<file path="config.mk">
export PLATFORM = sky130hd
export DESIGN_NAME = lcms_cfg_regs
export DESIGN_NICKNAME = d
export VERILOG_FILES = /design/src/design/lcms_pkg.sv /design/src/design/lcms_cfg_regs.sv
export SDC_FILE = /design/constraint.sdc
export NUM_CORES = 1
export LEC_CHECK = 0
export BUFFER_PORTS_ARGS = -buffer_cell sky130_fd_sc_hd__clkbuf_2
export CAP_MARGIN = 10
export CORE_ASPECT_RATIO = 2
export CORE_UTILIZATION = 35
export DETAILED_ROUTE_END_ITERATION = 8
export PLACE_DENSITY = 0.58
export SLEW_MARGIN = 20
export SYNTH_ARGS = -nofsm -noshare
export SYNTH_HDL_FRONTEND = slang
export SYNTH_SLANG_ARGS = --single-unit
export TNS_END_PERCENT = 30
</file>
<file path="constraint.sdc">
create_clock -name clk -period 3 [get_ports clk]
set_input_delay 0.6 -clock clk [delete_from_list [all_inputs] [get_ports clk]]
set_output_delay 0.6 -clock clk [all_outputs]
set_load 0.02 [all_outputs]
</file>
<file path="src/design/lcms_pkg.sv">
package lcms_pkg;

  localparam int unsigned APB_ADDR_W = 5;
  localparam int unsigned APB_DATA_W = 32;

  typedef enum logic [1:0] {
    CMD_START_STOP = 2'd0,
    CMD_FOLLOWER   = 2'd1,
    CMD_ULTRASONIC = 2'd2,
    CMD_DISTANCE   = 2'd3
  } cmd_t;

  typedef enum logic [2:0] {
    REG_LEFT_SWERVE  = 3'd0,
    REG_RIGHT_SWERVE = 3'd1,
    REG_RIGHT_BACK   = 3'd2,
    REG_LEFT_BACK    = 3'd3,
    REG_CHANGE_SPEED = 3'd4,
    REG_OVERTAKE_SPD = 3'd5,
    REG_LEFT_STEER   = 3'd6,
    REG_RIGHT_STEER  = 3'd7
  } reg_idx_t;

  typedef enum logic [8:0] {
    MODE_IDLE       = 9'b0_0000_0001,
    MODE_LEFT       = 9'b0_0000_0010,
    MODE_RIGHT      = 9'b0_0000_0100,
    MODE_CHK_FR     = 9'b0_0000_1000,
    MODE_CHK_R      = 9'b0_0001_0000,
    MODE_CHK_RR     = 9'b0_0010_0000,
    MODE_BACK_RIGHT = 9'b0_0100_0000,
    MODE_BACK_LEFT  = 9'b0_1000_0000,
    MODE_FINISH     = 9'b1_0000_0000
  } mode_t;

  // Passing checks
  localparam logic [9:0]  FREE_RANGE_CM  = 10'd100;
  localparam logic [9:0]  RANGE_RESET_CM = 10'd400;
  localparam logic [15:0] CHK_FR_DIST_MM = 16'd200;
  localparam logic [15:0] CHK_R_DIST_MM  = 16'd300;
  localparam logic [15:0] CHK_RR_DIST_MM = 16'd200;

  // Register reset values
  localparam logic [15:0] LEFT_SWERVE_RST  = 16'd700;
  localparam logic [15:0] RIGHT_SWERVE_RST = 16'd600;
  localparam logic [15:0] RIGHT_BACK_RST   = 16'd600;
  localparam logic [15:0] LEFT_BACK_RST    = 16'd700;
  localparam logic [15:0] CHANGE_SPEED_RST = 16'd350;
  localparam logic [15:0] OVERTAKE_SPD_RST = 16'd400;
  localparam logic [14:0] LEFT_STEER_RST   = 15'd9000;
  localparam logic [14:0] RIGHT_STEER_RST  = 15'd9000;

  typedef struct packed {
    logic        [15:0] left_swerve_dist_mm;
    logic        [15:0] right_swerve_dist_mm;
    logic        [15:0] right_back_dist_mm;
    logic        [15:0] left_back_dist_mm;
    logic signed [15:0] change_speed;
    logic signed [15:0] overtake_speed;
    logic        [14:0] left_steer;
    logic        [14:0] right_steer;
  } cfg_t;

  typedef struct packed {
    cmd_t               command;
    logic               start_request;
    logic signed [15:0] follower_steering;
    logic        [9:0]  front_right_cm;
    logic        [9:0]  side_right_cm;
    logic        [31:0] distance_mm;
  } evt_t;

  typedef struct packed {
    logic signed [15:0] steering_out;
    logic signed [15:0] speed_out;
    logic               left_indicator;
    logic               finished;
  } res_t;

endpackage

</file>
<file path="src/design/lcms_cfg_regs.sv">
module lcms_cfg_regs import lcms_pkg::*; (
  input  logic                  clk,
  input  logic                  rst,
  input  logic                  psel,
  input  logic                  penable,
  input  logic                  pwrite,
  input  logic [APB_ADDR_W-1:0] paddr,
  input  logic [APB_DATA_W-1:0] pwdata,
  output logic [APB_DATA_W-1:0] prdata,
  output logic                  pready,
  output cfg_t                  cfg
);

  reg_idx_t idx;
  logic     wr_en;

  assign idx    = reg_idx_t'(paddr[APB_ADDR_W-1:2]);
  assign pready = 1'b1;
  assign wr_en  = psel && penable && pwrite;

  always_ff @(posedge clk) begin
    if (rst) begin
      cfg.left_swerve_dist_mm  <= LEFT_SWERVE_RST;
      cfg.right_swerve_dist_mm <= RIGHT_SWERVE_RST;
      cfg.right_back_dist_mm   <= RIGHT_BACK_RST;
      cfg.left_back_dist_mm    <= LEFT_BACK_RST;
      cfg.change_speed         <= CHANGE_SPEED_RST;
      cfg.overtake_speed       <= OVERTAKE_SPD_RST;
      cfg.left_steer           <= LEFT_STEER_RST;
      cfg.right_steer          <= RIGHT_STEER_RST;
    end else if (wr_en) begin
      case (idx)
        REG_LEFT_SWERVE:  cfg.left_swerve_dist_mm  <= pwdata[15:0];
        REG_RIGHT_SWERVE: cfg.right_swerve_dist_mm <= pwdata[15:0];
        REG_RIGHT_BACK:   cfg.right_back_dist_mm   <= pwdata[15:0];
        REG_LEFT_BACK:    cfg.left_back_dist_mm    <= pwdata[15:0];
        REG_CHANGE_SPEED: cfg.change_speed         <= pwdata[15:0];
        REG_OVERTAKE_SPD: cfg.overtake_speed       <= pwdata[15:0];
        REG_LEFT_STEER:   cfg.left_steer           <= pwdata[14:0];
        REG_RIGHT_STEER:  cfg.right_steer          <= pwdata[14:0];
        default: ;
      endcase
    end
  end

  // Zero-extend every register on read
  always_comb begin
    case (idx)
      REG_LEFT_SWERVE:  prdata = {16'd0, cfg.left_swerve_dist_mm};
      REG_RIGHT_SWERVE: prdata = {16'd0, cfg.right_swerve_dist_mm};
      REG_RIGHT_BACK:   prdata = {16'd0, cfg.right_back_dist_mm};
      REG_LEFT_BACK:    prdata = {16'd0, cfg.left_back_dist_mm};
      REG_CHANGE_SPEED: prdata = {16'd0, cfg.change_speed};
      REG_OVERTAKE_SPD: prdata = {16'd0, cfg.overtake_speed};
      REG_LEFT_STEER:   prdata = {17'd0, cfg.left_steer};
      REG_RIGHT_STEER:  prdata = {17'd0, cfg.right_steer};
      default:          prdata = '0;
    endcase
  end

endmodule

</file>
Word-level counts from Yosys, hierarchy flattened
Index checks and enable logic that the tools add are counted.
{"block": "word_totals", "output_inout_bits": 159, "regBits": 126, "elab_cells": 27, "input_bits": 42}
{"block": "classes", "reduce_logical": 11, "mux": 1, "n_eq_ne": 7}
{"op": "$pmux 32 s8", "count": 1}
{"op": "$reduce_and 2->1", "count": 8}
{"op": "$eq 3x3->1 const B", "count": 4}
{"op": "$eq 3x2->1 const B", "count": 2}
{"op": "$eq 3x1->1 const B", "count": 1}
{"op": "$logic_not 3->1", "count": 1}
{"op": "$logic_and 1x1->1", "count": 2}

Logic depth before layout (Yosys ltp)
{"block": "depth", "word_depth": 3, "ltp_mapped": 7}

Least setup slack after synthesis
Ideal clock, no wire load.
{"block": "synth_timing", "kind": "input to output", "start": "input paddr[4]", "end": "output prdata[6]", "t_required_ns": 2.400, "cell_stages": 6, "slack_ns": 0.615, "arrival_ns": 1.785, "path_cell_list": "buf_2 -> buf_4 -> clkbuf_1 -> a221oi_1 -> a21oi_1 -> a21oi_1"}
{"block": "synth_between", "elab_chain_len": 2, "word_cells_on_any_way": 9}
{"item": "from (decl)", "line": "lcms_cfg_regs.sv:7", "rtl": "input logic [APB_ADDR_W-1:0] paddr,"}
{"item": "$eq 3x3->1 (tied with other cells)", "line": "lcms_cfg_regs.sv:48", "rtl": "case (idx)"}
{"item": "$pmux 32 s8 (*)", "line": "lcms_cfg_regs.sv:48"}
{"item": "to (decl)", "line": "lcms_cfg_regs.sv:9", "rtl": "output logic [APB_DATA_W-1:0] prdata,"}
Mark *: on every way between the ends. The rest lies on a longest branch, timed or not. The select of a mux whose other input is x is not followed.

Worst setup path after layout
{"block": "layout_timing", "start": "input paddr[3]", "end": "output prdata[2]"}
The elaborated chain is that of the path after synthesis.

==> results_dict.tcl <==
set metrics [dict create \
    outcome "finished, final reports clean" \
    grt_pass1_wl_microns 33500 \
    die_area_sq_um 17390 \
    first_iter_violations 422 \
    min_path_type "reg2reg" \
    clockBufferDepth 2 \
    postCtsSetupBuffers 0 \
    synth_cells 761 \
    synth_flop_cell "dfxtp_1" \
    setup_viol_count_final 0 \
    ios 201 \
    min_to "cfg[63]" \
    cts_buffers 17 \
    cts.sinks 126 \
    placed_cells 1091 \
    use_met3_pct 4.739 \
    top_register "cfg" \
    die_w_microns 93.75 \
    grt.total_usage_pct 26.85 \
    rsz0062_at_grt "false" \
    cp.required_ps 2400 \
    slew_headroom_pct 49.58 \
    tritoncts "built" \
    hold_path_depth 2 \
    cts_resized 0 \
    grt_pass1_vias 5595 \
    grt_max_degree 69 \
    finalHoldViolations 0 \
    rr_startpoint "cfg[100]" \
    wl_microns 22830 \
    ant_nets 0 \
    overflow 0 \
    synth_edf_count 0 \
    use_met1_pct 30.06 \
    gp_congestion 0.8714 \
    min-delay-start "cfg[63]" \
    ys_warn_count 0 \
    syn_area_per_cell_sq_um 7.742 \
    top_usage_layer "met2" \
    min_period_ps 2796 \
    worst_ir_drop_vdd_mv 0.3965 \
    port_buffers 165 \
    skew_ps 0 \
    r2r-end "cfg[100]" \
    layout.cells.most_common "nand2_1" \
    dp_hpwl_microns 16620 \
    cp_max_fo 28 \
    ys_types 38 \
    reg.largest.list "cfg (126)" \
    fin_tns_setup_ps 0 \
    maxSlewViolCount 0 \
    cp-end-kind "output port" \
    first_pass_iters 5 \
    met2_usage_pct 45.40 \
    vias 5952 \
    crit_arrival_ps 2200 \
    die_h_microns 185.5 \
    fmax_mhz 357.7 \
    critPathLaunchType "primary input" \
    drc 0 \
    syn_to_final_growth_pct 27.46 \
    cts.clk_slew.worst_paths_ps 60 \
    yosys_register_bits 126 \
    clk_latency_ps 420 \
    regToRegSetupSlack_ps 2190 \
    worst_pin_slew_ps 753.8 \
    r2r_cells 3 \
    syn_area_sq_um 5892 \
    leakage_nw 3.219 \
    via_per_inst 5.300 \
    clockRootBuffer "clkbuf_16" \
    n_antenna_cell 0 \
    nNetsFinal 948 \
    core_sq_um 16350 \
    start_util_pct 36.03 \
    yosysSeqAreaShare_pct 42.81 \
    drive_gt1_share_pct 26.66 \
    row_count 66 \
    antenna_found_initial 0 \
    fin_crit_sh_pct 93.19 \
    htree_levels 4 \
    worst-setup-path-type "in2out" \
    layout_common_cells "nand2_1 (246), clkbuf_2 (164), dfxtp_1 (126), a21oi_1 (92), nor2_1 (37)" \
    powerDensity_nw_per_um2 593.6 \
    final_cells 1123 \
    cts_hold_buf 0 \
    wl_per_cell_microns 20.33 \
    ys_async_sr_fraction_pct 0 \
    largest_reg_flops 126 \
    cap_violations 0 \
]
[per-stage QoR]
stage	hold slack, ps	setup slack (ps)	power, mW	utilization [%]	instance area [sq um]
after floorplan	539.6	614.6	1.997	-	5948
after global placement	457.1	254.8	2.132	41.80	6835
after detailed placement	463.5	248.2	2.133	41.80	6835
after CTS	472.7	244.8	4.471	45.93	7510
after global routing	489.1	148.1	4.577	45.93	7510
final	470.4	204.4	4.458	45.93	7510
[metal layers]
layer | vias up | share of wire (%)
met5 | - | 0
met4 | 0 | 6.3
met3 | 61 | 5.5
met2 | 255 | 50
met1 | 2825 | 38
li1 | 2811 | -
[worst max path at each step]
stage	from	end	slack [ps]	cells past startpoint
6_report	paddr[3]	prdata[2]	200	8
4_1_cts	paddr[3]	prdata[8]	240	9
2_1_floorplan	paddr[4]	prdata[6]	610	6
5_1_grt	paddr[3]	prdata[8]	150	9
3_5_place_dp	paddr[3]	prdata[8]	250	9
3_3_place_gp	paddr[3]	prdata[14]	250	7
[cell type report]
cell class | instances | area [sq um]
tap | 204 | 255.2
clock inverter | 12 | 207.7
timing repair buffer | 198 | 1114
multi-input combinational | 548 | 2888
clock buffer | 20 | 466.7
sequential | 126 | 2522
inverter | 15 | 56.30
fill | 1715 | 8841
[cells in the mapped netlist (all sizes together), types with 7 or more instances]
library cell  count  area share, %
nand2           249             16
dfxtp           126             43
a21oi            92            7.8
buf              61            6.5
nor2             39            2.6
nand3b           35            4.5
clkbuf           26            1.7
a221oi           25            3.7
a22o             17            2.5
nand2b           16            1.7
inv              15           0.96
mux2i            11            1.9
o2bb2ai          11            1.6
nor2b             7           0.79
[critical path, stage by stage]
cell and delay (ps):
clkbuf_2 200, buf_12 200, nor2b_2 50, buf_4 190, a22o_1 220, a221oi_1 480
nor2_1 70, clkbuf_2 170
[power breakdown]
group,internal (mW),leakage [nW],switching (mW)
sequential,1.69,1.02,0.0142
combinational,0.124,1.88,0.273
clock,1.55,0.319,0.811
total,3.36,3.22,1.10
[kinds of logic after synthesis]
family	after synthesis	share of synthesized area [%]
muxes	13	2.251
buffers and inverters	102	9.131
AOI/OAI and AO/OA	160	17.88
and+or+nand+nor	358	27.80
other	2	0.1275
DFF	126	42.81
(Power assumes the default switching activity.)
